<file path="src/hw/rtl/bcf_pkg.sv">
package bcf_pkg;

   // graph sizes
   localparam int MAX_VERTICES    = 32;
   localparam int MAX_EDGES       = 64;
   localparam int MAX_ADJ_ENTRIES = 128;

   // list pointer: top bit set marks an empty pointer
   localparam logic [7:0] PTR_NIL = 8'hFF;

   // one emitted edge as kept in the result queue
   typedef struct packed {
      logic [4:0] edge_first;
      logic [4:0] edge_second;
      logic [5:0] component_index;
      logic       last_in_component;
   } rec_type;

   // adjacency load request
   typedef struct packed {
      logic       en;
      logic [4:0] from_vertex;
      logic [4:0] to_vertex;
   } load_type;

   // walk side access to the graph store
   typedef struct packed {
      logic       clear;
      logic       adj_en;
      logic [6:0] adj_addr;
      logic [4:0] head_addr;
   } walk_rd_type;

   // result queue write
   typedef struct packed {
      logic       wr;
      logic [5:0] addr;
      rec_type    data;
   } rec_wr_type;

   // hand over of a finished run to the result queue
   typedef struct packed {
      logic       start;
      logic [6:0] count;
      logic       dropped;
   } flush_type;

endpackage

</file>
<file path="src/hw/rtl/bcf_rsp_if.sv">
interface bcf_rsp_if;
   logic       valid;
   logic       ready;
   logic [4:0] edge_first;
   logic [4:0] edge_second;
   logic [5:0] component_index;
   logic       last_in_component;
   logic       last_of_run;
   logic       entries_dropped;

   modport source (output valid, output edge_first, output edge_second,
                   output component_index, output last_in_component,
                   output last_of_run, output entries_dropped, input ready);
   modport sink (input valid, input edge_first, input edge_second,
                 input component_index, input last_in_component,
                 input last_of_run, input entries_dropped, output ready);
endinterface

</file>
<file path="src/hw/rtl/bcf_result_queue.sv">
module bcf_result_queue (
   input  logic                 clock,
   input  logic                 reset,
   input  bcf_pkg::rec_wr_type  rec_wr,
   input  bcf_pkg::flush_type   flush,
   output logic                 q_done,
   bcf_rsp_if.source            rsp_chan
);

   localparam logic [1:0] Q_IDLE = 2'd0;
   localparam logic [1:0] Q_RD   = 2'd1;
   localparam logic [1:0] Q_LD   = 2'd2;
   localparam logic [1:0] Q_WAIT = 2'd3;

   bcf_pkg::rec_type rec_mem [bcf_pkg::MAX_EDGES];
   bcf_pkg::rec_type rd_q;
   bcf_pkg::rec_type out_ff;
   logic [1:0] state_ff, state_in;
   logic [5:0] idx_ff, idx_in;
   logic [6:0] cnt_ff;
   logic       drop_ff;
   logic       lor_ff;
   logic       last;

   assign last   = ({1'b0, idx_ff} == cnt_ff - 7'd1);
   assign q_done = (state_ff == Q_WAIT) && rsp_chan.ready && lor_ff;

   always_comb begin
      state_in = state_ff;
      idx_in   = idx_ff;
      case (state_ff)
         Q_IDLE: begin
            if (flush.start) begin
               idx_in   = '0;
               state_in = Q_RD;
            end
         end
         Q_RD: begin
            state_in = Q_LD;
         end
         Q_LD: begin
            state_in = Q_WAIT;
         end
         Q_WAIT: begin
            if (rsp_chan.ready && lor_ff) begin
               state_in = Q_IDLE;
            end else if (rsp_chan.ready) begin
               idx_in   = idx_ff + 6'd1;
               state_in = Q_RD;
            end
         end
         default: begin
            state_in = Q_IDLE;
         end
      endcase
   end

   always_ff @(posedge clock) begin
      if (reset) begin
         state_ff <= Q_IDLE;
      end else begin
         state_ff <= state_in;
      end
      idx_ff <= idx_in;
      if (flush.start) begin
         cnt_ff  <= flush.count;
         drop_ff <= flush.dropped;
      end
      if (state_ff == Q_LD) begin
         out_ff <= rd_q;
         lor_ff <= last;
      end
   end

   // result memory
   always_ff @(posedge clock) begin
      if (rec_wr.wr) begin
         rec_mem[rec_wr.addr] <= rec_wr.data;
      end
      if (state_ff == Q_RD) begin
         rd_q <= rec_mem[idx_ff];
      end
   end

   assign rsp_chan.valid             = (state_ff == Q_WAIT);
   assign rsp_chan.edge_first        = out_ff.edge_first;
   assign rsp_chan.edge_second       = out_ff.edge_second;
   assign rsp_chan.component_index   = out_ff.component_index;
   assign rsp_chan.last_in_component = out_ff.last_in_component;
   assign rsp_chan.last_of_run       = lor_ff;
   assign rsp_chan.entries_dropped   = drop_ff;

endmodule
</file>
<file path="src/flat_wrapper.sv">
// flat-port wrapper written by rule: the top's interface ports become plain ports
module bcf_result_queue_flat 
  (clock, reset, rec_wr, flush, q_done, rsp_chan_valid, rsp_chan_edge_first, rsp_chan_edge_second, rsp_chan_component_index, rsp_chan_last_in_component, rsp_chan_last_of_run, rsp_chan_entries_dropped, rsp_chan_ready);
  bcf_rsp_if rsp_chan_i ();
  input  logic clock;
  input  logic reset;
  input  bcf_pkg::rec_wr_type rec_wr;
  input  bcf_pkg::flush_type flush;
  output logic q_done;
  output wire logic [$bits(rsp_chan_i.valid)-1:0] rsp_chan_valid;
  output wire logic [$bits(rsp_chan_i.edge_first)-1:0] rsp_chan_edge_first;
  output wire logic [$bits(rsp_chan_i.edge_second)-1:0] rsp_chan_edge_second;
  output wire logic [$bits(rsp_chan_i.component_index)-1:0] rsp_chan_component_index;
  output wire logic [$bits(rsp_chan_i.last_in_component)-1:0] rsp_chan_last_in_component;
  output wire logic [$bits(rsp_chan_i.last_of_run)-1:0] rsp_chan_last_of_run;
  output wire logic [$bits(rsp_chan_i.entries_dropped)-1:0] rsp_chan_entries_dropped;
  input wire logic [$bits(rsp_chan_i.ready)-1:0] rsp_chan_ready;
  assign rsp_chan_valid = rsp_chan_i.valid;
  assign rsp_chan_edge_first = rsp_chan_i.edge_first;
  assign rsp_chan_edge_second = rsp_chan_i.edge_second;
  assign rsp_chan_component_index = rsp_chan_i.component_index;
  assign rsp_chan_last_in_component = rsp_chan_i.last_in_component;
  assign rsp_chan_last_of_run = rsp_chan_i.last_of_run;
  assign rsp_chan_entries_dropped = rsp_chan_i.entries_dropped;
  assign rsp_chan_i.ready = rsp_chan_ready;
  bcf_result_queue u_core (.clock(clock), .reset(reset), .rec_wr(rec_wr), .flush(flush), .q_done(q_done), .rsp_chan(rsp_chan_i));
endmodule
</file>
<file path="config.mk">
export PLATFORM = sky130hd
export DESIGN_NAME = bcf_result_queue_flat
export DESIGN_NICKNAME = d
export VERILOG_FILES = /design/src/hw/rtl/bcf_pkg.sv /design/src/hw/rtl/bcf_rsp_if.sv /design/src/hw/rtl/bcf_result_queue.sv /design/src/flat_wrapper.sv
export SDC_FILE = /design/constraint.sdc
export NUM_CORES = 1
export LEC_CHECK = 0
export BUFFER_PORTS_ARGS = -buffer_cell sky130_fd_sc_hd__buf_4
export CAP_MARGIN = 20
export CORE_ASPECT_RATIO = 1.25
export CORE_MARGIN = 2
export CORE_UTILIZATION = 40
export DETAILED_ROUTE_END_ITERATION = 12
export GPL_TIMING_DRIVEN = 0
export HOLD_SLACK_MARGIN = 0.08
export PLACE_DENSITY = 0.6
export SKIP_CTS_REPAIR_TIMING = 1
export SLEW_MARGIN = 5
export SYNTH_ARGS = -nofsm -noshare
export SYNTH_HDL_FRONTEND = slang
export SYNTH_SLANG_ARGS = --single-unit
</file>
<file path="constraint.sdc">
create_clock -name clock -period 2.4 [get_ports clock]
set_clock_uncertainty 0.05 [all_clocks]
set_input_delay 0.12 -clock clock [delete_from_list [all_inputs] [get_ports clock]]
set_output_delay 0.12 -clock clock [all_outputs]
set_load 0.02 [all_outputs]
</file>
=== Yosys cells after proc, flatten, opt, wreduce, memory -nomap -nowiden ===
Memories as Yosys holds them, arrays and structs flattened. A register that Yosys moved wholly into a read port is not among the register bits.
Cells that the tools add are included.

* Output and inout bits: 21
* Memories kept: 1
* Bits in registers: 34
* Word-level logic and storage cells: 37
* RAM bits: 1,088

* Eq/ne operators: 8
* Multiplexer cells: 10
* Reduce and logical (&&, ||, !) cells: 7
* Add/subtract/negate cells: 2

{| class="wikitable"
|+ Memories
! name !! depth !! width !! read ports !! clocked after Yosys merged registers in !! write ports !! RTL line !! RTL
|-
| u_core.rec_mem || 64 || 17 || 1 || 1 || 1 || bcf_result_queue.sv:15 || <nowiki>bcf_pkg::rec_type rec_mem [bcf_pkg::MAX_EDGES];</nowiki>
|}

{| class="wikitable"
|+ Operators with widths
! operator !! count
|-
| $mux W6 || 3
|-
| $pmux W6 S2 || 1
|-
| $pmux W2 S4 || 1
|-
| $eq A6 B7 Y1 || 1
|-
| $sub A7 B1 Y7 const B || 1
|-
| $add A6 B1 Y6 const B || 1
|-
| $mux W2 || 3
|-
| $eq A2 B2 Y1 const B || 2
|-
| $ne A2 B2 Y1 const B || 2
|-
| $reduce_and A4 Y1 || 1
|-
| $logic_and A1 B1 Y1 || 3
|-
| $ne A3 B1 Y1 const B || 1
|-
| $eq A2 B1 Y1 const B || 1
|-
| $logic_not A2 Y1 || 1
|-
| $mux W1 || 2
|-
| $ne A2 B1 Y1 const B || 1
|-
| $reduce_and A2 Y1 || 1
|-
| $reduce_bool A2 Y1 || 1
|}

=== Depth between registers and ports, before layout ===
Gate-level depths: netlist of run 1.

* Depth after elaboration: 4
* Depth in mapped cells: 10

=== Worst setup path after synthesis of run 1 ===
No wires, ideal clock.

* Kind: input -> register
* Start: input rec_wr[20] in the netlist's numbering
* End: memory u_core.rec_mem[48][0] in the netlist's numbering (enable)
* Stages: 4
* Arrival: 1.813 ns
* Buffers on the path: 1
* Data required time: 1.938 ns
* Setup slack: 0.125 ns
* Path through: clkbuf_1 > nor2b_1 > nand4b_1 > nor3_1

{| class="wikitable"
|+ RTL lines
! element !! RTL line !! RTL
|-
| start: declaration || flat_wrapper.sv:7 || <nowiki>input bcf_pkg::rec_wr_type rec_wr;</nowiki>
|-
| end: declaration || bcf_result_queue.sv:15 ||
|}

Straight into the memory's write port.

==> qor.log, run 1 <==
qor: run_status.outcome finished with violations
qor: run_status.violations setup timing
qor: global_routing.grt_antenna_before_repair 4
qor: power_and_ir_drop.pwr-share-comb 33.5%
qor: logic_synthesis.number_of_instances_in_the_synthesized_netlist 2,188
qor: worst_setup_path.cpMaxStageDelayCell sky130_fd_sc_hd__edfxtp_1
qor: finish.final_util 47.77%
qor: finish.postLayoutCellArea 52,430 um2
qor: global_routing.gr-usage-all-layers 20.70%
qor: global_routing.vias_in_the_first_global_route 22.67k
qor: logic_synthesis.post_synthesis_share_of_cell_area_spent_on_xor_and_xnor_gates 0.2179%
qor: worst_hold_path.timing.hold.worst.class input port to flop
qor: timing.grt_setup_unrepaired yes
qor: timing.fin_crit_sh 114.7%
qor: clocking.clock_tree.htree_level_count 3
qor: logic_synthesis.post_synth_and_or_nand_nor_area_fraction 2.035%
qor: worst_setup_path.worst_setup_path_end_kind flop
qor: finish.final_layout_size_suffix_gt1_share 27.67%
qor: timing.final-max-slew-violation-count 0
qor: worst_setup_path.critical_register_to_register_path_endpoint u_core.rd_q[15]
qor: timing.hold_viol 0
qor: worst_setup_path.critical-path-top-delay-family buffers and inverters
qor: clocking.cts_made_buffers 105
qor: global_routing.grt_max_degree 65
qor: logic_synthesis.synth_top_family_by_area multiplexers
qor: drt.postRouteAntennaNets 0
qor: placement.gpl.final_weighted_congestion 1.070
qor: placement.pre_cts_slack -1.024 ns
qor: logic_synthesis.area_fraction_in_compound_gates_after_synthesis 3.707%
qor: drt.vias 22.56k
qor: worst_setup_path.r2r_slack -0.35 ns
qor: worst_setup_path.cp.required 2.81 ns
qor: die.floorplan.die.width 301.4 um
qor: clocking.clock_transition_at_path_regs 0.06 ns
qor: worst_hold_path.min_to u_core.rec_mem[53][3]
qor: power_and_ir_drop.p_int 39.02 mW
qor: flow_run.maxCapViolations 0
qor: worst_hold_path.holdCritStartpoint rec_wr[17]
qor: power_and_ir_drop.power_frac_seq 39.1%
qor: logic_synthesis.synthesized_net_count 2,231
qor: worst_setup_path.critical_setup_path_class flop to flop
qor: clocking.worstSkewPairLatency 0.73 ns
qor: power_and_ir_drop.powerDensity 1114 nW/um2
qor: worst_setup_path.critical_path_buf_inv_count 5
qor: logic_synthesis.synth_seq_cells 1,139
qor: worst_setup_path.cp_slowest_stage_delay 0.48 ns
qor: worst_setup_path.path_cells buf_6 > buf_12 > buf_12 > buf_12 > buf_8 > mux2i_1 > nand2_1 > a31oi_2 > o21ai_4 > a22o_1
qor: power_and_ir_drop.p_leak 16.63 nW
qor: logic_synthesis.post_synth.cell_area_avg 20.21 um2
qor: worst_setup_path.cp_num_cells 10
qor: worst_setup_path.worst-endpoint-arrival 3.16 ns
qor: clocking.clk_root_buffer_cell sky130_fd_sc_hd__clkbuf_16
qor: power_and_ir_drop.power_frac_clock 27.4%
qor: drt.drt-initial-drc-count 2,647
qor: power_and_ir_drop.power.total 58.41 mW
qor: clocking.tritoncts_clock_tree done
qor: logic_synthesis.syn_area 44,220 um2
qor: placement.detailed_place.area 47,610 um2
qor: timing.period_minus_slack 2.752 ns
qor: logic_synthesis.synth.area.top_cells sky130_fd_sc_hd__edfxtp_1, sky130_fd_sc_hd__mux4_2, sky130_fd_sc_hd__mux2i_1, sky130_fd_sc_hd__a22oi_1, sky130_fd_sc_hd__nand2_1
qor: drt.routed_via_density 5.657
qor: logic_synthesis.synth_warnings 0
qor: die.num_rows 136
qor: drt.detail_route.wirelength 118,100 um
qor: placement.placement.io_buffers 51
qor: logic_synthesis.synth_top_cell_area_share 77.22%
qor: finish.fillCellCount 8,957
qor: global_routing.wire_length_of_the_first_global_routing_pass 164,800 um
qor: finish.finalNetCount 2,495
qor: logic_synthesis.yosys-mux-area-fraction 14.81%
qor: clocking.tritoncts_num_sinks 1,139
qor: worst_setup_path.regToRegStartpoint u_core.idx_ff[0]
qor: die.design.portCount 57
qor: drt.drt_drc_violations_left 0
qor: placement.detailed_placement_wirelength_estimate 78,340 um
qor: worst_hold_path.whs_path_depth 3
qor: logic_synthesis.netlist.top_cell.by_area sky130_fd_sc_hd__edfxtp_1
qor: worst_setup_path.timing.reg2reg.worst_path_depth 10
qor: timing.worstMarginPinSlew 1.039 ns
qor: timing.timing.final.setup_violations 17
qor: die.dieArea 113,200 um2
qor: power_and_ir_drop.netSwitchingPower 19.38 mW
qor: logic_synthesis.yosys.area_share.adder 0.1981%
qor: timing.postLayoutSetupSlackWorst -0.3523 ns
qor: drt.drt_pass1_iterations 5
qor: worst_setup_path.crit_top_cell sky130_fd_sc_hd__buf_12
qor: global_routing.globalRoute.totalOverflow 0
qor: drt.route.detailed.wl_per_inst 29.62 um
qor: timing.worst_hold_slack 0.06139 ns
qor: worst_setup_path.path_max_fanout 10
qor: die.core_region_area 109,800 um2
qor: timing.worst_slew_margin_rel 30.71%
qor: finish.flow.area_growth_from_synthesis 18.59%
qor: die.die_y 375.7 um
qor: clocking.number_of_buffers_on_the_longest_clock_path 3
qor: power_and_ir_drop.power.switching_fraction 33.19%
qor: worst_setup_path.critPathLaunchType flop
qor: die.initial_core_util 40.29%
qor: logic_synthesis.yosysSeqAreaShare 77.31%
qor: power_and_ir_drop.ir_drop 744.5 uV
qor: logic_synthesis.yosysUniqueCellTypes 41
qor: timing.achievable-frequency 363.3 MHz
registers in the layout (all words and copies together) (netlist names):
signal / flops
u_core.rec_mem: 1088
u_core.rd_q: 17
u_core.cnt_ff: 7
u_core.idx_ff: 6
u_core.rsp_chan.component_index: 6
u_core.rsp_chan.edge_first: 5
u_core.rsp_chan.edge_second: 5
u_core.state_ff: 2
u_core.rsp_chan.entries_dropped: 1
u_core.rsp_chan.last_in_component: 1
u_core.rsp_chan.last_of_run: 1
cell usage after synthesis, drive strengths merged:
| library cell | count |
|---|---|
| or3 | 1 |
| nor3 | 3 |
| o21ai | 63 |
| nand2b | 8 |
| nand4b | 1 |
| nand4 | 9 |
| a22o | 17 |
| buf | 69 |
| or2 | 1 |
| nand2 | 75 |
| o221ai | 3 |
| mux2i | 283 |
| and3 | 2 |
| nor2b | 11 |
| ha | 7 |
| edfxtp | 1137 |
| inv | 5 |
| xor2 | 3 |
| or3b | 1 |
| and2 | 8 |
| a211oi | 3 |
| a31oi | 34 |
| xnor2 | 8 |
| a311o | 1 |
| nand3b | 3 |
| a221oi | 16 |
| clkbuf | 58 |
| nor2 | 72 |
| mux4 | 165 |
| a21oi | 34 |
| o211ai | 9 |
| a22oi | 56 |
| a41oi | 12 |
| nand3 | 7 |
| nor3b | 1 |
| dfxtp | 2 |
cells by family (layout without fill, tap and decap cells):
kind of cell	count (synthesis)	in the layout
xor gates and xnor gates	11	11
muxes	448	448
and+or+nand+nor	203	203
DFF	1139	1139
other	0	1
adders and majority gates	7	7
buffers and inverters	132	481
AOI/OAI and AO/OA	248	248
power groups by stage:
| stage | combinational [mW] | sequential, mW | clock, mW |
|---|---|---|---|
| finish | 19.6 | 22.8 | 16.0 |
| global route | 20.2 | 22.8 | 16.9 |
| CTS | 16.7 | 22.8 | 16.2 |
| detailed placement | 16.6 | 23.2 | 0 |
| global placement | 16.4 | 23.2 | 0 |
| floorplan | 9.89 | 23.2 | 0 |
area by class of cell:
class	instances	area, um2	share of cell area [%]
multi-input cells	917	10230	19.51
plain buffers	126	1117	2.131
flip-flops and latches	1139	34180	65.19
clock buffers	125	2745	5.235
repair buffers	158	1831	3.491
clock inverters	67	494.2	0.9426
well taps	1449	1813	3.458
diodes	1	2.502	0.004772
inverters	5	18.77	0.03579
worst min-delay path, stage by stage:
cell and delay, ns:
sky130_fd_sc_hd__buf_4 0.15, sky130_fd_sc_hd__nand4_1 0.21, sky130_fd_sc_hd__nor2_2 0.16
layer usage:
layer,routed length [um],track usage [%],vias to the layer above
li1,-,-,9528
met1,45470,26.28,11819
met2,59120,34.23,977
met3,7919,3.901,227
met4,5552,9.819,4
met5,23,0,-
cell usage in the layout, fill, tap and decap left out, drive strengths merged, types with 2 or more instances in the layout:
| cell | n |
|---|---|
| dfxtp | 2 |
| nand3 | 7 |
| xor2 | 3 |
| buf | 185 |
| a41oi | 12 |
| o211ai | 9 |
| o21ai | 63 |
| nor3 | 3 |
| ha | 7 |
| nand3b | 3 |
| nand2b | 8 |
| a211oi | 3 |
| a221oi | 16 |
| a22o | 17 |
| mux4 | 165 |
| a31oi | 34 |
| and2 | 8 |
| nor2 | 72 |
| dlygate4sd3 | 38 |
| o221ai | 3 |
| a22oi | 56 |
| clkbuf | 186 |
| nor2b | 11 |
| edfxtp | 1137 |
| bufinv | 6 |
| clkinv | 59 |
| xnor2 | 8 |
| and3 | 2 |
| a21oi | 34 |
| inv | 6 |
| nand4 | 9 |
| nand2 | 75 |
| mux2i | 283 |
through the flow:
step | std cells | TNS, ns
6_report | 3987 | -4.827
5_1_grt | 3986 | -5.287
4_1_cts | 3945 | -15.86
3_5_place_dp | 3753 | -26.01
3_3_place_gp | 3688 | -648.37
2_1_floorplan | 2188 | 0
worst max-delay path by stage:
stage / from / endpoint
after global routing: u_core.idx_ff[3] / u_core.rd_q[15]
after CTS: u_core.idx_ff[2] / u_core.rd_q[11]
after detailed placement: u_core.idx_ff[2] / u_core.rd_q[11]
after global placement: rec_wr[21] / u_core.rec_mem[49][7]
final: u_core.idx_ff[0] / u_core.rd_q[15]
after floorplan: rec_wr[20] / u_core.rec_mem[48][0]
No activity file was read; power rests on OpenSTA's default activity.
==> inputs of run 2 (changes only) <==
CTS_BUF_LIST = sky130_fd_sc_hd__clkbuf_16   (was not set)
==> run 2 against run 1 <==
The run still ends with setup timing left; via count about the same; register-to-register slack about the same; final cell count about the same; wire length about the same; flip-flop and latch count unchanged; critical path type unchanged; highest routed layer unchanged.
==> qor.log, run 2 (synthesized netlist as in run 1, its figures left out) <==
qor: run_status.outcome finished with violations [unchanged]
qor: run_status.violations setup timing [unchanged]
qor: drt.postRouteAntennaNets 0 [unchanged]
qor: finish.postLayoutCellArea 52,430 um2 [about the same]
qor: worst_setup_path.timing.reg2reg.worst_path_depth 10 [unchanged]
qor: timing.worstMarginPinSlew 1.023 ns [was 1.039 ns]
qor: clocking.clock_transition_at_path_regs 0.06 ns [about the same]
qor: finish.antenna_cells 0 [was 1]
qor: drt.dr_wl_met3 7926 um [was 7919 um]
qor: worst_setup_path.cp.required 2.81 ns [about the same]
qor: die.design.portCount 57 [unchanged]
qor: finish.regMostFlops u_core.rec_mem [unchanged]
qor: timing.hold_viol 0 [unchanged]
qor: global_routing.grt_antenna_before_repair 4 [unchanged]
qor: drt.sum_of_routed_wire_segments_on_met1 45,490 um [was 45,470 um]
qor: die.die_y 375.7 um [unchanged]
qor: drt.detail_route.wirelength 118,000 um [was 118,100 um]
qor: worst_setup_path.worst-endpoint-arrival 3.17 ns [was 3.16 ns]
qor: finish.flip_flop_count_of_the_largest_register_all_copies_and_words_added 1,088 [unchanged]
qor: finish.final_layout_size_suffix_gt1_share 27.67% [unchanged]
qor: die.dieArea 113,200 um2 [unchanged]
qor: timing.timing.final.setup_violations 17 [unchanged]
qor: placement.pre_cts_slack -1.024 ns [unchanged]
qor: finish.layout_commonest_cell sky130_fd_sc_hd__edfxtp_1 [unchanged]
qor: placement.detailed_place.area 47,610 um2 [unchanged]
qor: die.num_rows 136 [unchanged]
qor: worst_setup_path.worst_setup_path_end_kind flop [unchanged]
qor: drt.routed_met2_length 58,960 um [was 59,120 um]
qor: drt.top_layer_used met5 [unchanged]
qor: finish.flow.area_growth_from_synthesis 18.58% [was 18.59%]
qor: clocking.number_of_buffers_on_the_longest_clock_path 3 [unchanged]
qor: global_routing.grt_max_degree 65 [unchanged]
qor: placement.detailed_placement_wirelength_estimate 78,340 um [unchanged]
qor: global_routing.globalRoute.totalOverflow 0 [unchanged]
qor: clocking.worstSkewPairLatency 0.73 ns [about the same]
qor: drt.drt_drc_violations_left 0 [unchanged]
qor: drt.vias 22.53k [was 22.56k]
qor: clocking.cts_made_buffers 105 [unchanged]
qor: clocking.tritoncts_num_sinks 1,139 [unchanged]
qor: placement.placement.io_buffers 51 [unchanged]
qor: global_routing.gr-usage-all-layers 20.70% [unchanged]
qor: die.floorplan.die.width 301.4 um [unchanged]
qor: power_and_ir_drop.powerDensity 1113 nW/um2 [was 1114 nW/um2]
qor: timing.period_minus_slack 2.759 ns [was 2.752 ns]
qor: timing.final-max-slew-violation-count 0 [unchanged]
qor: finish.final_util 47.77% [about the same]
qor: drt.route.detailed.wl_per_inst 29.61 um [was 29.62 um]
qor: finish.finalNetCount 2,495 [unchanged]
qor: global_routing.wire_length_of_the_first_global_routing_pass 164,800 um [unchanged]
qor: die.core_region_area 109,800 um2 [unchanged]
qor: worst_hold_path.whs_path_depth 3 [unchanged]
qor: clocking.clk_root_buffer_cell sky130_fd_sc_hd__clkbuf_16 [unchanged]
qor: finish.top_regs u_core.rec_mem: 1088 flops, u_core.rd_q: 17 flops, u_core.cnt_ff: 7 flops [unchanged]
qor: worst_setup_path.path_max_fanout 10 [unchanged]
qor: drt.drt_pass1_iterations 5 [unchanged]
qor: clocking.tritoncts_clock_tree done [unchanged]
qor: die.initial_core_util 40.29% [unchanged]
qor: worst_setup_path.critical_setup_path_class flop to flop [unchanged]
qor: worst_setup_path.critPathLaunchType flop [unchanged]
qor: timing.worst_slew_margin_rel 31.79% [was 30.71%]
qor: power_and_ir_drop.ir_drop 746.4 uV [was 744.5 uV]
qor: power_and_ir_drop.p_leak 16.70 nW [was 16.63 nW]
qor: clocking.clock_tree.htree_level_count 3 [unchanged]
qor: timing.grt_setup_unrepaired yes [unchanged]
qor: placement.gpl.final_weighted_congestion 1.070 [unchanged]
qor: flow_run.maxCapViolations 0 [unchanged]
qor: drt.routed_via_density 5.653 [was 5.657]
qor: finish.layout.cells.most_common_list sky130_fd_sc_hd__edfxtp_1, sky130_fd_sc_hd__mux2i_1, sky130_fd_sc_hd__mux4_2 [unchanged]
qor: worst_hold_path.timing.hold.worst.class input port to flop [unchanged]
qor: timing.fin_crit_sh 114.9% [was 114.7%]
qor: drt.drt-initial-drc-count 2,645 [was 2,647]
qor: global_routing.vias_in_the_first_global_route 22.67k [unchanged]
qor: timing.postLayoutSetupSlackWorst -0.3588 ns [was -0.3523 ns]
qor: timing.achievable-frequency 362.5 MHz [was 363.3 MHz]
[run 2: routing by layer]
layer	global-route usage, %	up-vias
met5	0	-
met4	9.819	4
met3	3.901	235
met2	34.23	962
met1	26.28	11803
li1	-	9529
[run 2: worst max-delay path, cell delays in order (launching register included)]
cell                       delay [ns]
sky130_fd_sc_hd__edfxtp_1        0.49
sky130_fd_sc_hd__buf_6           0.19
sky130_fd_sc_hd__buf_12          0.17
sky130_fd_sc_hd__buf_12          0.19
sky130_fd_sc_hd__buf_12          0.18
sky130_fd_sc_hd__buf_8           0.18
sky130_fd_sc_hd__mux2i_1         0.20
sky130_fd_sc_hd__nand2_1         0.08
sky130_fd_sc_hd__a31oi_2         0.30
sky130_fd_sc_hd__o21ai_4         0.15
sky130_fd_sc_hd__a22o_1          0.28
[run 2: final cells by class]
class	count	area, um2
buffer	126	1117
timing repair buffer	158	1831
multi-input combinational	917	10230
sequential	1139	34180
clock buffer	107	2678
clock inverter	85	561.8
tap	1449	1813
inverter	5	18.77
fill	8955	57320
[run 2: power breakdown]
group / total (mW) / internal, mW / switching (mW)
clock: 15.9 / 8.70 / 7.24
combinational: 19.6 / 7.66 / 11.9
sequential: 22.8 / 22.6 / 0.231
total: 58.3 / 38.9 / 19.4
[run 2: through the flow]
| stage | hold WS [ns] | std cells | power (mW) | setup TNS (ns) |
|---|---|---|---|---|
| after global placement | 0.2456 | 3688 | 39.59 | -648.37 |
| final | 0.05939 | 3986 | 58.33 | -5.045 |
| after floorplan | 0.1424 | 2188 | 33.10 | 0 |
| after CTS | -0.5174 | 3945 | 55.57 | -15.86 |
| after global routing | 0.08594 | 3986 | 59.85 | -5.286 |
| after detailed placement | 0.2499 | 3753 | 39.83 | -26.01 |
[run 2: final timing paths]
check	slack (ns)	start	to
min reg2reg	0.37	u_core.rd_q[16]	u_core.rsp_chan.edge_first[4]
max	-0.36	u_core.idx_ff[0]	u_core.rd_q[15]
max reg2reg	-0.36	u_core.idx_ff[0]	u_core.rd_q[15]
min	0.06	rec_wr[17]	u_core.rec_mem[53][3]
